--- config.mk ---
export PLATFORM = sky130hd
export DESIGN_NAME = sbus_frame_decoder
export DESIGN_NICKNAME = d
export VERILOG_FILES = /design/src/rtl/sfd_pkg.sv /design/src/rtl/sbus_frame_decoder.sv
export VERILOG_INCLUDE_DIRS = /design/src /design/src/rtl
export SDC_FILE = /design/constraint.sdc
export NUM_CORES = 1
export LEC_CHECK = 0
export BUFFER_PORTS_ARGS = -buffer_cell sky130_fd_sc_hd__buf_2
export CAP_MARGIN = 10
export CORE_MARGIN = 2
export CORE_UTILIZATION = 45
export CTS_CLUSTER_SIZE = 16
export DETAILED_ROUTE_END_ITERATION = 10
export HOLD_SLACK_MARGIN = 0.06
export PLACE_DENSITY = 0.68
export SYNTH_ARGS = -nofsm -noshare
export SYNTH_HDL_FRONTEND = slang
export SYNTH_SLANG_ARGS = --single-unit
--- constraint.sdc ---
create_clock -name aclk -period 10.1 [get_ports aclk]
set_input_delay 1.515 -clock aclk [delete_from_list [all_inputs] [get_ports aclk]]
set_output_delay 1.515 -clock aclk [all_outputs]
set_load 0.01 [all_outputs]
--- src/rtl/sbus_frame_decoder_defines.svh ---
// ----------------------------------------------------------------------------
// sbus_frame_decoder_defines
// assertion macros used by the frame decoder rtl
// ----------------------------------------------------------------------------
`ifndef SBUS_FRAME_DECODER_DEFINES_SVH
`define SBUS_FRAME_DECODER_DEFINES_SVH

// same-cycle implication, checked out of reset
`define SFD_ASSERT_NOW(label, clk, rstn, ante, cons, msg) \
    label: assert property (@(posedge clk) disable iff (!(rstn)) (ante) |-> (cons)) \
        else $error(msg);

// next-cycle implication, checked out of reset
`define SFD_ASSERT_NEXT(label, clk, rstn, ante, cons, msg) \
    label: assert property (@(posedge clk) disable iff (!(rstn)) (ante) |=> (cons)) \
        else $error(msg);

`endif

--- src/rtl/sfd_pkg.sv ---
// ----------------------------------------------------------------------------
// sfd_pkg
// types and constants of the sbus frame decoder
// ----------------------------------------------------------------------------
package sfd_pkg;

    localparam int BYTE_W      = 8;
    localparam int CHAN_W      = 11;
    localparam int NUM_CHAN    = 7;
    localparam int FRAME_LEN   = 25;
    localparam int PAYLOAD_LEN = 10;
    localparam int POS_W       = $clog2(FRAME_LEN);

    typedef logic [BYTE_W-1:0] byte_t;
    typedef logic [CHAN_W-1:0] chan_t;
    typedef logic [POS_W-1:0]  pos_t;

    localparam byte_t START_BYTE_RESET = 8'h0F;
    localparam logic [3:0] END_NIBBLE  = 4'h4;
    localparam pos_t LAST_POS          = POS_W'(FRAME_LEN - 1);
    localparam pos_t FIRST_POS         = POS_W'(1);

endpackage

--- src/rtl/sbus_frame_decoder.sv ---
// ----------------------------------------------------------------------------
// sbus_frame_decoder
// collects 25-byte sbus frames from received bytes and emits channels 0 to 6
// ----------------------------------------------------------------------------
// Usage:
//   s_ channel: one received serial byte per beat (s_rx_byte).
//   m_ channel: one beat per good frame, carrying channels 0 to 6, 11 bits each.
//   cfg channel: writes the start byte; cfg_ready is always high.
//   While idle, bytes are dropped until one matches the start byte. The next
//   24 bytes complete the frame; frame bytes 1 to 10 are kept in a register
//   file. The last byte must have low nibble 4, otherwise the frame is dropped.
//   Throughput: one byte per cycle; the frame state and decode sit between the
//   payload registers and the single output register.
//   Latency: the result is valid in the cycle after the frame's last byte beat.
//   When the receiver stalls, the result waits in the output register and the
//   input keeps flowing as long as that register is empty or being drained in
//   the same cycle.
//   Reset: start byte returns to 0x0F, decoder goes idle, output goes empty.
//   Payload registers are not reset; each is written before it is read.
// ----------------------------------------------------------------------------
`include "sbus_frame_decoder_defines.svh"

module sbus_frame_decoder (
    input  logic                 aclk,
    input  logic                 aresetn,
    input  logic                 cfg_valid,
    output logic                 cfg_ready,
    input  sfd_pkg::byte_t       cfg_data,
    input  logic                 s_valid,
    output logic                 s_ready,
    input  sfd_pkg::byte_t       s_rx_byte,
    output logic                 m_valid,
    input  logic                 m_ready,
    output sfd_pkg::chan_t       m_chan_0,
    output sfd_pkg::chan_t       m_chan_1,
    output sfd_pkg::chan_t       m_chan_2,
    output sfd_pkg::chan_t       m_chan_3,
    output sfd_pkg::chan_t       m_chan_4,
    output sfd_pkg::chan_t       m_chan_5,
    output sfd_pkg::chan_t       m_chan_6
);

    localparam int STREAM_W = sfd_pkg::PAYLOAD_LEN * sfd_pkg::BYTE_W;

    sfd_pkg::byte_t start_byte_reg;
    sfd_pkg::pos_t  pos_reg, pos_next;
    logic           in_frame_reg, in_frame_next;
    sfd_pkg::byte_t payload_reg [sfd_pkg::PAYLOAD_LEN];
    logic           m_valid_reg, m_valid_next;
    sfd_pkg::chan_t chan_reg [sfd_pkg::NUM_CHAN];
    sfd_pkg::chan_t chan_next [sfd_pkg::NUM_CHAN];

    logic                s_beat;
    logic                last_byte;
    logic                frame_good;
    logic [STREAM_W-1:0] stream;

    assign cfg_ready = 1'b1;
    assign s_ready   = !m_valid_reg || m_ready;
    assign s_beat    = s_valid && s_ready;
    assign last_byte = in_frame_reg && (pos_reg >= sfd_pkg::LAST_POS);
    assign frame_good = last_byte && (s_rx_byte[3:0] == sfd_pkg::END_NIBBLE);

    always_ff @(posedge aclk) begin
        if (!aresetn) begin
            start_byte_reg <= sfd_pkg::START_BYTE_RESET;
        end else if (cfg_valid && cfg_ready) begin
            start_byte_reg <= cfg_data;
        end
    end

    // frame tracking
    always_comb begin
        pos_next      = pos_reg;
        in_frame_next = in_frame_reg;
        if (s_beat) begin
            if (!in_frame_reg) begin
                if (s_rx_byte == start_byte_reg) begin
                    in_frame_next = 1'b1;
                    pos_next      = sfd_pkg::FIRST_POS;
                end
            end else if (last_byte) begin
                in_frame_next = 1'b0;
                pos_next      = '0;
            end else begin
                pos_next = pos_reg + sfd_pkg::FIRST_POS;
            end
        end
    end

    always_ff @(posedge aclk) begin
        if (!aresetn) begin
            pos_reg      <= '0;
            in_frame_reg <= 1'b0;
        end else begin
            pos_reg      <= pos_next;
            in_frame_reg <= in_frame_next;
        end
    end

    // frame bytes 1 to 10
    always_ff @(posedge aclk) begin
        for (int i = 0; i < sfd_pkg::PAYLOAD_LEN; i++) begin
            if (s_beat && in_frame_reg && pos_reg == sfd_pkg::pos_t'(i + 1)) begin
                payload_reg[i] <= s_rx_byte;
            end
        end
    end

    // little-endian bit stream of the payload, channels are 11-bit slices
    always_comb begin
        for (int i = 0; i < sfd_pkg::PAYLOAD_LEN; i++) begin
            stream[i*sfd_pkg::BYTE_W +: sfd_pkg::BYTE_W] = payload_reg[i];
        end
        for (int k = 0; k < sfd_pkg::NUM_CHAN; k++) begin
            chan_next[k] = stream[k*sfd_pkg::CHAN_W +: sfd_pkg::CHAN_W];
        end
    end

    always_comb begin
        m_valid_next = m_valid_reg;
        if (s_beat && frame_good) begin
            m_valid_next = 1'b1;
        end else if (m_ready) begin
            m_valid_next = 1'b0;
        end
    end

    always_ff @(posedge aclk) begin
        if (!aresetn) begin
            m_valid_reg <= 1'b0;
        end else begin
            m_valid_reg <= m_valid_next;
        end
    end

    always_ff @(posedge aclk) begin
        if (s_beat && frame_good) begin
            for (int k = 0; k < sfd_pkg::NUM_CHAN; k++) begin
                chan_reg[k] <= chan_next[k];
            end
        end
    end

    assign m_valid  = m_valid_reg;
    assign m_chan_0 = chan_reg[0];
    assign m_chan_1 = chan_reg[1];
    assign m_chan_2 = chan_reg[2];
    assign m_chan_3 = chan_reg[3];
    assign m_chan_4 = chan_reg[4];
    assign m_chan_5 = chan_reg[5];
    assign m_chan_6 = chan_reg[6];

    `SFD_ASSERT_NOW(a_idle_pos_zero, aclk, aresetn, !in_frame_reg, pos_reg == '0,
        "idle decoder holds a nonzero byte position")

    `SFD_ASSERT_NOW(a_pos_in_range, aclk, aresetn, in_frame_reg,
        (pos_reg >= sfd_pkg::FIRST_POS) && (pos_reg <= sfd_pkg::LAST_POS),
        "byte position out of frame range")

    `SFD_ASSERT_NEXT(a_good_frame_emits, aclk, aresetn, s_beat && frame_good,
        m_valid_reg && !in_frame_reg,
        "good frame did not produce a result")

    `SFD_ASSERT_NEXT(a_no_spurious_result, aclk, aresetn,
        !m_valid_reg && !(s_beat && frame_good), !m_valid_reg,
        "result appeared without a good frame")

endmodule

* Word level (Yosys, flattened, before mapping)
Memory sizes are Yosys's and may differ from the RTL's.
Cells that the tools add are included.
** Storage, ports and cells
- Bits in read-only memories :: 0
- Bits in writable memories :: 157
- Bits of input ports :: 21
- Bits in latches :: 0
- Flip-flop bits (word level) :: 15
- Output and inout bits :: 80
- Logic and storage cells :: 106
- Memories :: 2
** Memories
- payload_reg :: depth 10, width 8, read ports 10, clocked after memory_dff 0, wr ports 1, line sbus_frame_decoder.sv:48 : sfd_pkg::byte_t payload_reg [sfd_pkg::PAYLOAD_LEN];
- chan_reg :: depth 7, width 11, read ports 7, clocked after memory_dff 0, wr ports 7, line sbus_frame_decoder.sv:50 : sfd_pkg::chan_t chan_reg [sfd_pkg::NUM_CHAN];
** Operators by class
- Multiply operators :: 0
- Div/mod/pow operators :: 0
- Muxes and demuxes :: 57
- Bitwise logic cells :: 0
- Reduce and logical (&&, ||, !) cells :: 29
- $add $sub $neg :: 1
- Order comparisons :: 1
- Shift-type cells :: 0
- Equality and inequality tests :: 12
** Operators with widths (number)
- 2-to-1 mux 8 bit :: 9
- OR reduction 8 bit :: 9
- 2-to-1 mux 1 bit :: 36
- 2-to-1 mux 4 bit :: 9
- == test 5 x 3 -> 1 bit, second input constant :: 4
- == test 5 x 4 -> 1 bit, second input constant :: 3
- logical AND 1 bit :: 15
- 2-to-1 mux 5 bit :: 3
- == test 5 x 2 -> 1 bit, second input constant :: 2
- == test 8 bit :: 1
- adder 5 x 1 -> 5 bit, second input constant :: 1
- == test 5 x 1 -> 1 bit, second input constant :: 1
- >= comparator 5 bit, second input constant :: 1
- == test 4 x 3 -> 1 bit, second input constant :: 1
- nonzero test 2 bit :: 2
- AND reduction 2 bit :: 1
- zero test 1 bit :: 1
- logical OR 1 bit :: 1

* Logic depth before layout (Yosys ltp)
- Word-level depth :: 17
- Mapped depth :: 6
- Depth with buffers taken out :: 6

* Least setup slack after synthesis
No wires, ideal clock.
- Path kind :: input-to-reg
- Start :: in m_ready
- End :: mem chan_reg[0][0] (netlist bit), enable pin
- Arrival :: 7.142 ns
- Path slack :: 2.349 ns
- Cell stages on the path :: 4
- Path buffers :: 0
- Library setup time :: 0.609 ns
- Data required time :: 9.491 ns
- Cells stage by stage :: nor2b_4 > inv_2 > nand2_1 > nor3_1
** RTL lines
- from (decl) :: line sbus_frame_decoder.sv:33 : input logic m_ready,
- to (decl) :: line sbus_frame_decoder.sv:50

* Worst setup path in the final report
- Start :: in m_ready
- End :: out s_ready
** On the way
- Word-level cells in the longest chain between the ends :: 1
** RTL lines
- logical OR 1 bit :: line sbus_frame_decoder.sv:59 : assign s_ready = !m_valid_reg || m_ready;
- to (decl) :: line sbus_frame_decoder.sv:30 : output logic s_ready,
No other way between the ends.

==> out/metrics.csv <==
metric;value;unit
synth-xor-area-share;1.26;%
antenna_left;0;
rr_endpoint;chan_reg[2][4]$_DFFE_PP_;
ir_worst_vdd;0.116;mV
areaGrowthSynthToFinish;23.5;%
cts_buffers;17;
overflow;0;
synth-simple-area-share;4.42;%
critPathArrivalTime;1.98;ns
grt_pass1_vias;2510;
postSynthAreaPerCell;21.4;sq um
htree_levels;4;
wl;9.36;mm
clk_pin_slew_worst_paths;0.06;ns
synth-seq-cells;169;
firstDrtPassIters;5;
worstHoldStart;payload_reg[0][3]$_DFFE_PP_;
coreArea;12100;sq um
finalMaxSlewViolations;0;
p_leak;2.45;nW
tightest_slew;1.00;ns
max-slew-margin-rel;33.1;%
fin_hold_ws;0.409;ns
finalHoldViolCount;0;
synth_cells;261;
cp-end-kind;output pin;
worstSetupPathType;input port to output pin;
start_util;46.2;%
viasPerCell;4.77;
clkLatencyLatePin;0.41;ns
postLayoutCoreUtil;57.0;%
holdPathEnd;chan_reg[0][3]$_DFFE_PP_;
crit_fanout;7;
fmax;286;MHz
detail_route.wl_per_cell;16.9;um
fin_crit;3.49;ns
portBuffers;99;
ys_warn_count;0;
rows;40;
gp_congestion;0.811;
num-nets-final;399;
synth_fp_nets;286;
die_h;115;um
cts.hold.buffers_added;0;
synthArstFlopShare;0;%
synth_edf_count;154;
setup_viol;0;
drive_above_1_share;34.4;%
yosys.area_share.adder;0.898;%
synth_top_family_by_area;simple AND/OR/NAND/NOR gates;
yosys.cell_types.count;37;
gr-usage-all-layers;14.6;%
ios;101;
rsz0062_at_grt;false;
worstRegToRegCells;5;
powerDensity;211;nW/um^2
muxShareOfSynthArea;1.44;%
period_share;34.6;%
cts_max_path_buffers;2;
cts_setup_buffers;0;
skew;0.00811;ns
die-area;13300;sq um
min_path_cells;0;
fin_setup_tns;0;ns
antenna_found_initial;0;
tritoncts;done;
drv_cap;0;
place_ws;6.60;ns
design_area;6880;sq um
drc;0;
dp_hpwl;6.08;mm
start_kind;input port;
cts.sinks;169;
r2r_slack;7.95;ns
ys_seq_area_share;88.4;%
status;finished clean;
grt_max_degree;79;
die-width;115;um
holdCritPathClass;flip-flop to flip-flop;
required;8.59;ns
clockRootBuffer;clkbuf_16;
syn-cell-area;5570;sq um
synth_compound_area_share;2.67;%
placed_cell_area;6260;sq um
vias;2646;
fin_ws;6.61;ns
diodes;0;
reg2reg_from;m_valid$_SDFFE_PN0P_;
synthFlopType;edfxtp_1;
drt-initial-drc-count;216;
ctsResizeCount;0;
grt_pass1_wl;13.9;mm
power by group:
part / total [mW] / switching [mW] / internal, mW
clock network: 0.667 / 0.252 / 0.414
registers: 0.762 / 0.00267 / 0.759
logic: 0.0230 / 0.0144 / 0.00864
stage by stage:
| stage | power (mW) | std cells |
|---|---|---|
| floorplan | 0.787 | 261 |
| global placement | 0.799 | 523 |
| detailed placement | 0.800 | 523 |
| CTS | 1.46 | 555 |
| global route | 1.49 | 555 |
| finish | 1.45 | 555 |
critical path, stage by stage:
cell and delay [ns]:
buf_2 0.11, nor2b_4 0.13, inv_2 0.08, buf_2 0.14
cell usage after synthesis, types with 3 or more instances:
cell type	count	share of area (%)
ha_1	4	0.90
mux2i_1	8	1.4
edfxtp_1	154	83
nand2_1	8	0.54
a32o_1	3	0.54
xnor2_1	8	1.3
inv_1	3	0.20
and2_1	9	1.0
nor2b_1	7	0.79
and3_1	3	0.34
o21ai_0	3	0.27
nor3_1	4	0.36
dfxtp_1	15	5.4
cells in the final DEF, fill, tap and decap left out, types with 3 or more instances in the layout:
master	count
edfxtp_1	154
buf_2	99
clkbuf_16	17
dfxtp_1	15
and2_1	9
nand2_1	8
mux2i_1	8
xnor2_1	8
nor2b_1	7
ha_1	4
clkinv_4	4
bufinv_16	4
nor3_1	3
inv_1	3
and3_1	3
a32o_1	3
o21ai_0	3
clkinv_1	3
inv_6	3
per-layer routing:
layer  GRT usage, %  vias up  part of all wire [%]
met1           19.5     1285                    44
met2           22.2      102                    48
met3           5.38       18                   5.9
li1               -     1241                     -
met5              0        -                     0
met4           5.62        0                   1.6
cells by family after synthesis:
| kind of cell | Yosys count |
|---|---|
| AOI/OAI and AO/OA | 19 |
| and+or+nand+nor | 42 |
| buffers and inverters | 10 |
| DFF | 169 |
| other | 1 |
| muxes | 8 |
| adders and majority gates | 4 |
| xor gates and xnor gates | 8 |
worst max-delay path by stage:
| stage | startpoint | endpoint | slack, ns | depth (start not counted) |
|---|---|---|---|---|
| 2_1_floorplan | m_ready | chan_reg[0][0]$_DFFE_PP_ | 2.35 | 4 |
| 3_3_place_gp | m_ready | s_ready | 6.62 | 4 |
| 3_5_place_dp | m_ready | s_ready | 6.60 | 4 |
| 4_1_cts | m_ready | s_ready | 6.60 | 4 |
| 5_1_grt | m_ready | s_ready | 6.56 | 4 |
| 6_report | m_ready | s_ready | 6.61 | 4 |
final cells by class:
type	count	area, sq um
Clock inverter	15	198
Clock buffer	17	425
Timing Repair Buffer	100	503
Inverter	4	15.0
Fill cell	913	5180
Sequential cell	169	4920
Tap cell	168	210
Multi-Input combinational cell	82	604
Note: power is estimated with default switching activity, not from simulation.
